==> config.mk <==
export PLATFORM = sky130hd
export DESIGN_NAME = differential_drive_odometry
export DESIGN_NICKNAME = d
export VERILOG_FILES = /design/src/rtl/ddo_pkg.sv /design/src/rtl/ddo_ctrl.sv /design/src/rtl/ddo_datapath.sv /design/src/rtl/differential_drive_odometry.sv
export SDC_FILE = /design/constraint.sdc
export NUM_CORES = 2
export LEC_CHECK = 0
export BUFFER_PORTS_ARGS = -buffer_cell sky130_fd_sc_hd__buf_2
export CORE_MARGIN = 5
export CORE_UTILIZATION = 30
export CTS_CLUSTER_DIAMETER = 120
export CTS_CLUSTER_SIZE = 25
export DETAILED_ROUTE_END_ITERATION = 8
export PLACE_DENSITY_LB_ADDON = 0.2
export SYNTH_ARGS = -nofsm -noshare
export SYNTH_HDL_FRONTEND = slang
export SYNTH_SLANG_ARGS = --single-unit
==> constraint.sdc <==
create_clock -name clk -period 9.5 [get_ports clk]
set_input_delay 0 -clock clk [delete_from_list [all_inputs] [get_ports clk]]
set_output_delay 0 -clock clk [all_outputs]
set_load 0.05 [all_outputs]
==> src/rtl/ddo_pkg.sv <==
// ----------------------------------------------------------------------------
// ddo_pkg
// Shared types, constants and arctangent table for the odometry block.
// ----------------------------------------------------------------------------
package ddo_pkg;

  localparam int ANGLE_BITS_DEFAULT = 16;
  localparam int COUNT_W            = 32;
  localparam int HEAD_W             = 16;
  localparam int POS_W              = 48;
  localparam int DPC_W              = 24;
  localparam int IN_DATA_W          = 80;
  localparam int OUT_DATA_W         = 112;

  localparam logic [DPC_W-1:0]  DPC_RESET = 24'd41836;
  // cordic start vector, gain-compensated, q30
  localparam logic signed [31:0] CORDIC_K0 = 32'sd652032874;

  typedef struct packed {
    logic capture;
    logic diff;
    logic sum;
    logic absval;
    logic mul_p;
    logic rot_step;
    logic quad;
    logic mag;
    logic mul_lo;
    logic mul_hi;
    logic comb;
    logic sat;
    logic axis;
    logic set_heading;
    logic publish;
  } ddo_cmd_t;

  typedef struct packed {
    logic rot_last;
  } ddo_sts_t;

  // atan(2^-i) in units of 2^-32 turn
  function automatic logic [31:0] atan_entry(input int unsigned idx);
    logic [31:0] v;
    unique case (idx)
      0:  v = 32'd536870912;
      1:  v = 32'd316933406;
      2:  v = 32'd167458907;
      3:  v = 32'd85004756;
      4:  v = 32'd42667331;
      5:  v = 32'd21354465;
      6:  v = 32'd10679838;
      7:  v = 32'd5340245;
      8:  v = 32'd2670163;
      9:  v = 32'd1335087;
      10: v = 32'd667544;
      11: v = 32'd333772;
      12: v = 32'd166886;
      13: v = 32'd83443;
      14: v = 32'd41722;
      15: v = 32'd20861;
      16: v = 32'd10430;
      17: v = 32'd5215;
      18: v = 32'd2608;
      19: v = 32'd1304;
      20: v = 32'd652;
      21: v = 32'd326;
      22: v = 32'd163;
      23: v = 32'd81;
      default: v = 32'd0;
    endcase
    return v;
  endfunction

  // table entry rounded to ab bits per turn
  function automatic logic [31:0] atan_step(input int unsigned idx, input int unsigned ab);
    logic [32:0] rnd;
    rnd = {1'b0, atan_entry(idx)} + (33'd1 << (31 - ab));
    return 32'(rnd >> (32 - ab));
  endfunction

endpackage

==> src/rtl/ddo_ctrl.sv <==
// ----------------------------------------------------------------------------
// ddo_ctrl
// Sequencer for the odometry datapath and the output valid flag.
// ----------------------------------------------------------------------------
module ddo_ctrl (
  input  logic             clk,
  input  logic             rst,
  input  logic             in_valid,
  input  logic             in_op,
  output logic             in_ready,
  input  logic             out_ready,
  output logic             out_valid,
  input  ddo_pkg::ddo_sts_t sts,
  output ddo_pkg::ddo_cmd_t cmd
);
  import ddo_pkg::*;

  typedef enum logic [3:0] {
    S_IDLE, S_DIFF, S_SUM, S_ABS, S_MULP, S_ROT, S_QUAD, S_MAG,
    S_LO, S_HI, S_COMB, S_SAT, S_HEAD, S_FIN
  } state_t;

  state_t state;
  logic   axis;

  assign in_ready = (state == S_IDLE);

  always_comb begin
    cmd             = '0;
    cmd.axis        = axis;
    cmd.capture     = (state == S_IDLE) && in_valid;
    cmd.diff        = (state == S_DIFF);
    cmd.sum         = (state == S_SUM);
    cmd.absval      = (state == S_ABS);
    cmd.mul_p       = (state == S_MULP);
    cmd.rot_step    = (state == S_ROT);
    cmd.quad        = (state == S_QUAD);
    cmd.mag         = (state == S_MAG);
    cmd.mul_lo      = (state == S_LO);
    cmd.mul_hi      = (state == S_HI);
    cmd.comb        = (state == S_COMB);
    cmd.sat         = (state == S_SAT);
    cmd.set_heading = (state == S_HEAD);
    cmd.publish     = (state == S_FIN) && (!out_valid || out_ready);
  end

  always_ff @(posedge clk) begin
    if (rst) begin
      state     <= S_IDLE;
      axis      <= 1'b0;
      out_valid <= 1'b0;
    end else begin
      if (cmd.publish) begin
        out_valid <= 1'b1;
      end else if (out_ready) begin
        out_valid <= 1'b0;
      end
      unique case (state)
        S_IDLE: begin
          if (in_valid) begin
            state <= in_op ? S_HEAD : S_DIFF;
          end
        end
        S_DIFF: state <= S_SUM;
        S_SUM:  state <= S_ABS;
        S_ABS:  state <= S_MULP;
        S_MULP: state <= S_ROT;
        S_ROT: begin
          if (sts.rot_last) begin
            state <= S_QUAD;
          end
        end
        S_QUAD: state <= S_MAG;
        S_MAG: begin
          axis  <= 1'b0;
          state <= S_LO;
        end
        S_LO:   state <= S_HI;
        S_HI:   state <= S_COMB;
        S_COMB: state <= S_SAT;
        S_SAT: begin
          if (!axis) begin
            axis  <= 1'b1;
            state <= S_LO;
          end else begin
            state <= S_FIN;
          end
        end
        S_HEAD: state <= S_FIN;
        S_FIN: begin
          if (!out_valid || out_ready) begin
            state <= S_IDLE;
          end
        end
        default: state <= S_IDLE;
      endcase
    end
  end

endmodule

==> src/rtl/ddo_datapath.sv <==
// ----------------------------------------------------------------------------
// ddo_datapath
// Count deltas, iterative cordic, shared multiplier and saturating position.
// ----------------------------------------------------------------------------
module ddo_datapath #(
  parameter int ANGLE_BITS = ddo_pkg::ANGLE_BITS_DEFAULT
) (
  input  logic                            clk,
  input  logic                            rst,
  input  logic                            cfg_wr_en,
  input  logic [ddo_pkg::DPC_W-1:0]       cfg_wr_data,
  input  logic [ddo_pkg::IN_DATA_W-1:0]   in_data,
  output logic [ddo_pkg::OUT_DATA_W-1:0]  out_data,
  input  ddo_pkg::ddo_cmd_t               cmd,
  output ddo_pkg::ddo_sts_t               sts
);
  import ddo_pkg::*;

  localparam int RW    = ANGLE_BITS + 2;
  localparam int CNT_W = $clog2(ANGLE_BITS);
  localparam logic [ANGLE_BITS-1:0] EIGHTH = ANGLE_BITS'(64'd1 << (ANGLE_BITS - 3));
  localparam logic signed [POS_W-1:0] POS_MAX = {1'b0, {(POS_W-1){1'b1}}};
  localparam logic signed [POS_W-1:0] POS_MIN = {1'b1, {(POS_W-1){1'b0}}};

  // architectural state
  logic [DPC_W-1:0]          dpc;
  logic [COUNT_W-1:0]        last_left, last_right;
  logic signed [POS_W-1:0]   pos_x, pos_y;
  logic [HEAD_W-1:0]         heading;

  // working registers
  logic [COUNT_W-1:0]        in_left, in_right;
  logic [HEAD_W-1:0]         in_head;
  logic [COUNT_W-1:0]        dl, dr;
  logic signed [COUNT_W:0]   s_sum;
  logic [COUNT_W:0]          s_mag;
  logic                      s_neg;
  logic [55:0]               mag_p;
  logic signed [31:0]        cx, cy;
  logic signed [RW-1:0]      r;
  logic [1:0]                quadrant;
  logic [CNT_W-1:0]          iter;
  logic signed [31:0]        cos_r, sin_r;
  logic [31:0]               cmag, smag;
  logic                      cneg, sneg;
  logic [62:0]               lo;
  logic [54:0]               hi;
  logic [56:0]               m;
  logic [POS_W-1:0]          out_x, out_y;
  logic [HEAD_W-1:0]         out_h;

  // heading rescale and quadrant split
  logic [39:0]               a_ext;
  logic [ANGLE_BITS-1:0]     a, qa, r0;
  logic [1:0]                q0;

  assign a_ext = {heading, 24'b0} >> (40 - ANGLE_BITS);
  assign a     = a_ext[ANGLE_BITS-1:0];
  assign qa    = a + EIGHTH;
  assign q0    = qa[ANGLE_BITS-1 -: 2];
  assign r0    = a - {q0, {(ANGLE_BITS-2){1'b0}}};

  // rounded step table
  logic [RW-1:0] step_rom [ANGLE_BITS];
  for (genvar g = 0; g < ANGLE_BITS; g++) begin : g_step
    assign step_rom[g] = RW'(atan_step(g, ANGLE_BITS));
  end

  logic signed [31:0] xs, ys;
  logic signed [RW-1:0] step_cur;
  assign xs       = cx >>> iter;
  assign ys       = cy >>> iter;
  assign step_cur = signed'(step_rom[iter]);
  assign sts.rot_last = (iter == CNT_W'(ANGLE_BITS - 1));

  // shared unsigned multiplier
  logic [32:0] mul_a;
  logic [31:0] mul_b, tmag;
  logic [64:0] prod;
  assign tmag = cmd.axis ? smag : cmag;

  always_comb begin
    priority if (cmd.mul_p) begin
      mul_a = s_mag;
      mul_b = {8'b0, dpc};
    end else if (cmd.mul_hi) begin
      mul_a = 33'(mag_p[55:32]);
      mul_b = tmag;
    end else begin
      mul_a = {1'b0, mag_p[31:0]};
      mul_b = tmag;
    end
  end
  assign prod = 65'(mul_a) * 65'(mul_b);

  // saturating accumulate
  logic signed [POS_W-1:0] pos_sel;
  logic                    d_neg;
  logic signed [58:0]      acc;
  logic signed [POS_W-1:0] acc_sat;
  assign pos_sel = cmd.axis ? pos_y : pos_x;
  assign d_neg   = s_neg ^ (cmd.axis ? sneg : cneg);
  assign acc     = d_neg ? (59'(pos_sel) - signed'({2'b0, m}))
                         : (59'(pos_sel) + signed'({2'b0, m}));

  always_comb begin
    if ((&acc[58:POS_W-1]) || !(|acc[58:POS_W-1])) begin
      acc_sat = acc[POS_W-1:0];
    end else begin
      acc_sat = acc[58] ? POS_MIN : POS_MAX;
    end
  end

  always_ff @(posedge clk) begin
    if (rst) begin
      dpc        <= DPC_RESET;
      last_left  <= '0;
      last_right <= '0;
      pos_x      <= '0;
      pos_y      <= '0;
      heading    <= '0;
    end else begin
      if (cfg_wr_en) begin
        dpc <= cfg_wr_data;
      end
      if (cmd.diff) begin
        last_left  <= in_left;
        last_right <= in_right;
      end
      if (cmd.set_heading) begin
        heading <= in_head;
      end
      if (cmd.sat) begin
        if (cmd.axis) begin
          pos_y <= acc_sat;
        end else begin
          pos_x <= acc_sat;
        end
      end
    end
  end

  always_ff @(posedge clk) begin
    if (cmd.capture) begin
      in_left  <= in_data[31:0];
      in_right <= in_data[63:32];
      in_head  <= in_data[79:64];
    end
    if (cmd.diff) begin
      dl       <= in_left - last_left;
      dr       <= in_right - last_right;
      cx       <= CORDIC_K0;
      cy       <= '0;
      r        <= {{2{r0[ANGLE_BITS-1]}}, r0};
      quadrant <= q0;
      iter     <= '0;
    end
    if (cmd.sum) begin
      s_sum <= {dl[COUNT_W-1], dl} + {dr[COUNT_W-1], dr};
    end
    if (cmd.absval) begin
      s_neg <= s_sum[COUNT_W];
      s_mag <= s_sum[COUNT_W] ? -s_sum : s_sum;
    end
    if (cmd.mul_p) begin
      mag_p <= prod[55:0];
    end
    if (cmd.rot_step) begin
      if (r >= 0) begin
        cx <= cx - ys;
        cy <= cy + xs;
        r  <= r - step_cur;
      end else begin
        cx <= cx + ys;
        cy <= cy - xs;
        r  <= r + step_cur;
      end
      iter <= iter + 1'b1;
    end
    if (cmd.quad) begin
      unique case (quadrant)
        2'd0: begin cos_r <= cx;  sin_r <= cy;  end
        2'd1: begin cos_r <= -cy; sin_r <= cx;  end
        2'd2: begin cos_r <= -cx; sin_r <= -cy; end
        2'd3: begin cos_r <= cy;  sin_r <= -cx; end
        default: begin cos_r <= cx; sin_r <= cy; end
      endcase
    end
    if (cmd.mag) begin
      cneg <= cos_r[31];
      cmag <= cos_r[31] ? -cos_r : cos_r;
      sneg <= sin_r[31];
      smag <= sin_r[31] ? -sin_r : sin_r;
    end
    if (cmd.mul_lo) begin
      lo <= prod[62:0];
    end
    if (cmd.mul_hi) begin
      hi <= prod[54:0];
    end
    if (cmd.comb) begin
      // floor(|p|*|t| / 2^31) from the two partial products
      m <= 57'({hi, 1'b0}) + 57'(lo[62:31]);
    end
    if (cmd.publish) begin
      out_x <= pos_x;
      out_y <= pos_y;
      out_h <= heading;
    end
  end

  assign out_data = {out_h, out_y, out_x};

endmodule

==> src/rtl/differential_drive_odometry.sv <==
// ----------------------------------------------------------------------------
// differential_drive_odometry
// Dead-reckoning odometry: wheel counts and external heading to X/Y position.
// ----------------------------------------------------------------------------
//   channel   direction  fields (low bit up)
//   s_axis    in         tdata: left_count, right_count, heading_angle
//                        tuser: operation
//   m_axis    out        tdata: pos_x, pos_y, heading_out
//   cfg       in         wr_data: distance_per_count
//
// an encoder item must pass the cordic loop (one iteration per cycle) and
// the single shared multiplier, used five times, before the next transfer;
// a heading item only loads the heading and publishes it.
// synchronous reset clears position, counts and heading and loads the
// default distance per count. a result waiting on m_axis stalls the block
// only at its final step, so the next item is taken meanwhile.
// ----------------------------------------------------------------------------
module differential_drive_odometry #(
  parameter int ANGLE_BITS = ddo_pkg::ANGLE_BITS_DEFAULT
) (
  input  logic                            clk,
  input  logic                            rst,
  input  logic                            cfg_wr_en,
  input  logic [ddo_pkg::DPC_W-1:0]       cfg_wr_data,   // distance_per_count
  input  logic                            s_axis_tvalid,
  output logic                            s_axis_tready,
  // left_count, right_count, heading_angle
  input  logic [ddo_pkg::IN_DATA_W-1:0]   s_axis_tdata,
  input  logic                            s_axis_tuser,  // operation
  output logic                            m_axis_tvalid,
  input  logic                            m_axis_tready,
  // pos_x, pos_y, heading_out
  output logic [ddo_pkg::OUT_DATA_W-1:0]  m_axis_tdata
);
  import ddo_pkg::*;

  ddo_cmd_t cmd;
  ddo_sts_t sts;

  ddo_ctrl u_ctrl (
    .clk       (clk),
    .rst       (rst),
    .in_valid  (s_axis_tvalid),
    .in_op     (s_axis_tuser),
    .in_ready  (s_axis_tready),
    .out_ready (m_axis_tready),
    .out_valid (m_axis_tvalid),
    .sts       (sts),
    .cmd       (cmd)
  );

  ddo_datapath #(
    .ANGLE_BITS (ANGLE_BITS)
  ) u_datapath (
    .clk         (clk),
    .rst         (rst),
    .cfg_wr_en   (cfg_wr_en),
    .cfg_wr_data (cfg_wr_data),
    .in_data     (s_axis_tdata),
    .out_data    (m_axis_tdata),
    .cmd         (cmd),
    .sts         (sts)
  );

`ifndef SYNTH
  // one item in flight: ready drops right after a transfer
  a_busy_after_accept: assert property (@(posedge clk) disable iff (rst)
    s_axis_tvalid && s_axis_tready |=> !s_axis_tready)
    else $error("input taken while an item is in flight");

  // a pending result is never overwritten
  a_no_overwrite: assert property (@(posedge clk) disable iff (rst)
    cmd.publish |-> (!m_axis_tvalid || m_axis_tready))
    else $error("result register loaded while occupied");

  a_valid_from_publish: assert property (@(posedge clk) disable iff (rst)
    $rose(m_axis_tvalid) |-> $past(cmd.publish))
    else $error("output valid without a publish step");

  a_cmd_exclusive: assert property (@(posedge clk) disable iff (rst)
    $onehot0({cmd.capture, cmd.diff, cmd.sum, cmd.absval, cmd.mul_p, cmd.rot_step,
              cmd.quad, cmd.mag, cmd.mul_lo, cmd.mul_hi, cmd.comb, cmd.sat,
              cmd.set_heading, cmd.publish}))
    else $error("more than one datapath step issued");
`endif

endmodule
==> results by stage <==
Worst setup path:
- In this design, the critical path's most frequently occurring cell is sky130_fd_sc_hd__fa_1.
- The worst endpoint required time is 9.90 ns.
- The number of buffers and inverters on the critical path is 8.
- In this design, the largest share of critical-path delay is due to adder cells.
- The signal arrival time at the worst endpoint is just under 10 ns.
- The critical path depth is 35.
- The worst register-to-register path has a setup slack of around 0.22 ns.
- The critical path is of the flop to flop type.
- The slowest library cell on the worst path is sky130_fd_sc_hd__fa_1.
- The number of cell instances on the worst register-to-register path is 35.
- The delay of the slowest cell on the worst path is 0.57 ns.
- Of all nets on the critical path, the largest fanout is 8.
- The type of destination of the critical path is a flop.
- STA classifies the critical path startpoint as a flop.

Detailed routing:
- In this run the remaining antenna-violating nets after routing total 0.
- The first detailed-routing pass took 5 iterations.
- In the routed layout, each cell is associated on average with a via count of approximately 5.
- The post-detailed-route DRC marker count is 0.
- The total routed wire length on the met1 layer is 138000 um.
- The detailed-route via count is a little under 70000.
- The detailed router finished its first iteration with about 4900 violations.
- In the final routed layout, each cell accounts on average for around 22 um.
- The wire length after detailed routing is ~300000 um.
- The routed design uses between 100000 and 150000 um of met2 wire.
- The uppermost layer routed is met5.
- The wire length on met3 is 16600 um.

Global route:
- Global routing finished with a remaining overflow of 0.
- Global routing used 19.1% of the available tracks.
- The global-route wire length before repair is ~450000 um.
- The number of global-route vias before repair is between 60000 and 70000.
- The initial antenna violation count is 22.
- The maximum number of pins on one net before global-route repair is between 90 and 100.

Yosys:
- Summing the areas of all xor and xnor instances in the mapped netlist gives 5.30% of the synthesized area.
- The synthesized netlist devotes about 11% of its cell area to compound gates.
- The number of synthesized register bits is roughly 950.
- After Yosys synthesis, and, or, nand and nor cells account for between 10% and 20% of the synthesized area.
- The share of cell area taken by muxes after synthesis is under 10%.
- After synthesis, flip-flops and latches occupy around 30% of the total area.
- Among all flip-flop cells after synthesis, the most frequent one is sky130_fd_sc_hd__edfxtp_1.
- Counting flops with a built-in enable in the synthesized netlist gives roughly 740.
- Synthesis handed over a netlist of roughly 9100 instances.
- In the synthesized netlist the async set-or-reset flop fraction comes to 0%.
- Of the total synthesized cell area, the portion taken by full adders, half adders and majority gates is 28.5%.
- The total of warnings raised by yosys is 0.
- The largest family of logic cells by synthesized area is adder cells.
- The average instance in the mapped netlist occupies 9.74 um2.
- The number of distinct standard cells referenced by the synthesized netlist is 94.
- The area of the mapped netlist is between 80000 and 90000 um2.

Timing:
- The smallest clock period supported by the final layout is computed as 9.28 ns.
- The final critical path takes up just under 100% of the cycle.
- The number of hold-slack violations in the final timing report is 0.
- Hold timing on the final database bottoms out at a slack of roughly 0.25 ns.
- The measured slew at the worst slew-check pin is roughly 1.2 ns.
- The minimum setup slack in the final design is around 0.22 ns.
- The worst slew margin relative to its limit is 21.7%.
- After routing, the total negative slack on setup checks comes to 0 ns.
- For this run, the top clock speed supported by timing is 0.108 GHz.
- The final count of negative-setup-slack endpoints is 0.
- The final setup skew is approximately 0.12 ns.
- The total count of max-transition violations in the final report was 0.

Die:
- The die is about 550 um wide.
- The core footprint is about 290000 um2.
- The initial standard-cell utilization of the core is just over 30%.
- The count of boundary I/O pins is roughly 220.
- Measured along the y axis, the die boundary spans 554 um.
- The count of standard-cell rows is 199.
- The die covers 307000 um2.

Clock tree:
- Clock tree synthesis found a total of approximately 950 sinks.
- The source-to-sink clock delay at the later pin of the worst-skew pair is between 0.7 and 0.8 ns.
- The CTS root buffer is sky130_fd_sc_hd__clkbuf_16.
- TritonCTS built the clock tree.
- The maximum level of the CTS H-tree is 2.
- Counting along the longest clock path gives a buffer depth of 3.
- Clock-pin slew was measured on the worst setup and hold paths at around 0.11 ns.
- The number of buffers created by CTS is 50.

Run status:
- The flow ran to the end, and the final reports show no timing, DRC or antenna violations.

Final layout:
- The post-route netlist has 13.6% of its cells at a drive strength greater than 1.
- After the last flow step, the layout net total stands at around 11000.
- The area added between synthesis and finish is 16.9%.

Place:
- The setup slack at placement is -0.388 ns.
- The count of buffers added on input and output ports is approximately 220.
- The placer congestion estimate is between 0.9 and 1.
- Once detailed placement completed, the half-perimeter wirelength came to roughly 250000 um.

Flow run:
- The total of max-cap violations is 0.

Worst hold path:
- The worst hold path passes through 3 cells.
- The worst hold path belongs to the class input port to flop.
==> stage by stage <==
step	utilization [%]	instances	cell area, um2
after floorplan	-	9110	88700
after global placement	33.4	13415	98200
after detailed placement	33.4	13415	98200
after CTS	34.9	13770	103000
after global routing	35.2	13804	104000
final	35.3	13812	104000
==> registers in the layout, indices dropped and copies added (netlist names), 33 cells and up <==
name,count
u_datapath.m,57
u_datapath.out_x,48
u_datapath.hi,55
u_datapath.out_y,48
u_datapath.s_sum,33
u_datapath.pos_y,48
u_datapath.mag_p,56
u_datapath.pos_x,48
u_datapath.s_mag,33
==> worst min-delay path: stages <==
cell and delay, ns:
sky130_fd_sc_hd__dlygate4sd3_1 0.53, sky130_fd_sc_hd__buf_2 0.15, sky130_fd_sc_hd__and2_4 0.21
==> layout make-up <==
cell class	instances	area (um2)
Antenna cell	13	32.5
Clock buffer	75	1390
Clock inverter	17	308
Fill cell	29713	190000
Inverter	1096	4130
Multi-Input combinational cell	6644	57300
Sequential cell	947	26400
Tap cell	3919	4900
Timing Repair Buffer	1099	9170
Timing Repair inverter	2	17.5
==> worst paths after layout <==
check,from,to
worst min register to register,u_datapath.lo[31],u_datapath.m[0]
worst min-delay path,s_axis_tvalid,u_datapath.in_head[2]
worst max-delay path,u_ctrl.state[2],u_datapath.mag_p[41]
worst max register to register,u_ctrl.state[2],u_datapath.mag_p[41]
==> logic make-up (layout without fill, tap and decap cells) <==
logic type      Yosys count  after routing
xor+xnor                537            537
mux                     315            315
other cells               2             19
flops                   947            947
fa+ha+maj              1461           1461
buf+inv                1519           2289
compound gates         1508           1508
simple gates           2817           2817
==> per-layer routing <==
layer | up-vias | track usage [%]
li1 | 32086 | -
met1 | 34778 | 26.9
met2 | 1779 | 31.3
met3 | 267 | 2.53
met4 | 16 | 4.54
met5 | - | 0
==> synth_stat cells, drive strengths merged, types with 9 or more instances <==
| library cell | n | share of area [%] |
|---|---|---|
| a221oi | 11 | 0.11 |
| a21o | 123 | 1.0 |
| dfxtp | 206 | 4.7 |
| nand3b | 10 | 0.085 |
| or2 | 35 | 0.25 |
| and2 | 63 | 0.44 |
| o41ai | 24 | 0.24 |
| a211o | 20 | 0.20 |
| inv | 1094 | 4.6 |
| xor2 | 173 | 1.7 |
| nor2 | 945 | 4.0 |
| ha | 528 | 7.5 |
| or4 | 33 | 0.30 |
| nor2b | 55 | 0.39 |
| nand4 | 38 | 0.27 |
| o31a | 10 | 0.10 |
| fa | 933 | 21 |
| a211oi | 41 | 0.35 |
| o211ai | 25 | 0.21 |
| edfxtp | 741 | 25 |
| clkbuf | 363 | 1.6 |
| nand2b | 86 | 0.61 |
| nand2 | 1175 | 5.0 |
| buf | 56 | 0.30 |
| mux2i | 120 | 1.4 |
| o311ai | 9 | 0.089 |
| a31oi | 39 | 0.28 |
| o21bai | 39 | 0.33 |
| a21oi | 462 | 2.6 |
| a21boi | 19 | 0.16 |
| mux2 | 96 | 1.2 |
| and3 | 44 | 0.31 |
| nand3 | 111 | 0.63 |
| or3 | 65 | 0.48 |
| a311oi | 99 | 0.98 |
| a2111oi | 9 | 0.089 |
| nor4 | 26 | 0.20 |
| o21a | 104 | 0.88 |
| o21ai | 334 | 1.9 |
| xnor2 | 364 | 3.6 |
| nor3 | 102 | 0.59 |
| o31ai | 59 | 0.50 |
| mux4 | 99 | 2.5 |
==> layout by cell type (no fill, tap or decap), types with 42 or more instances in the layout <==
master                          instances
sky130_fd_sc_hd__inv_1               1086
sky130_fd_sc_hd__o21ai_0              283
sky130_fd_sc_hd__mux4_2                94
sky130_fd_sc_hd__and2_1                58
sky130_fd_sc_hd__dfxtp_1              203
sky130_fd_sc_hd__xnor2_1              357
sky130_fd_sc_hd__buf_12                60
sky130_fd_sc_hd__mux2i_1              105
sky130_fd_sc_hd__dlygate4sd3_1        251
sky130_fd_sc_hd__clkbuf_16             52
sky130_fd_sc_hd__nor2b_1               54
sky130_fd_sc_hd__nand2_1             1162
sky130_fd_sc_hd__or3_1                 57
sky130_fd_sc_hd__nor2_1               936
sky130_fd_sc_hd__fa_1                 912
sky130_fd_sc_hd__xor2_1               171
sky130_fd_sc_hd__ha_1                 517
sky130_fd_sc_hd__nand2b_1              85
sky130_fd_sc_hd__mux2_2                96
sky130_fd_sc_hd__a21o_1               122
sky130_fd_sc_hd__nand3_1              110
sky130_fd_sc_hd__and3_1                42
sky130_fd_sc_hd__buf_4                546
sky130_fd_sc_hd__o31ai_1               59
sky130_fd_sc_hd__o21a_1                98
sky130_fd_sc_hd__a21oi_1              448
sky130_fd_sc_hd__buf_2                224
sky130_fd_sc_hd__a311oi_1              98
sky130_fd_sc_hd__nor3_1                92
sky130_fd_sc_hd__edfxtp_1             741
==> timing repair <==
action / 4_1_cts / 5_1_grt
endpoints found under the hold margin: 133 / 0
buffers inserted: 11 / 25
resized for setup: 55 / 149
cloned: 1 / 4
endpoints found under the setup margin: 46 / 49
hold buffers: 251 / 0
pin swaps: 5 / 73
Power is left out: the tool's default activity adds up to more than one toggle a clock period on the data nets, which glitch-free logic cannot reach.
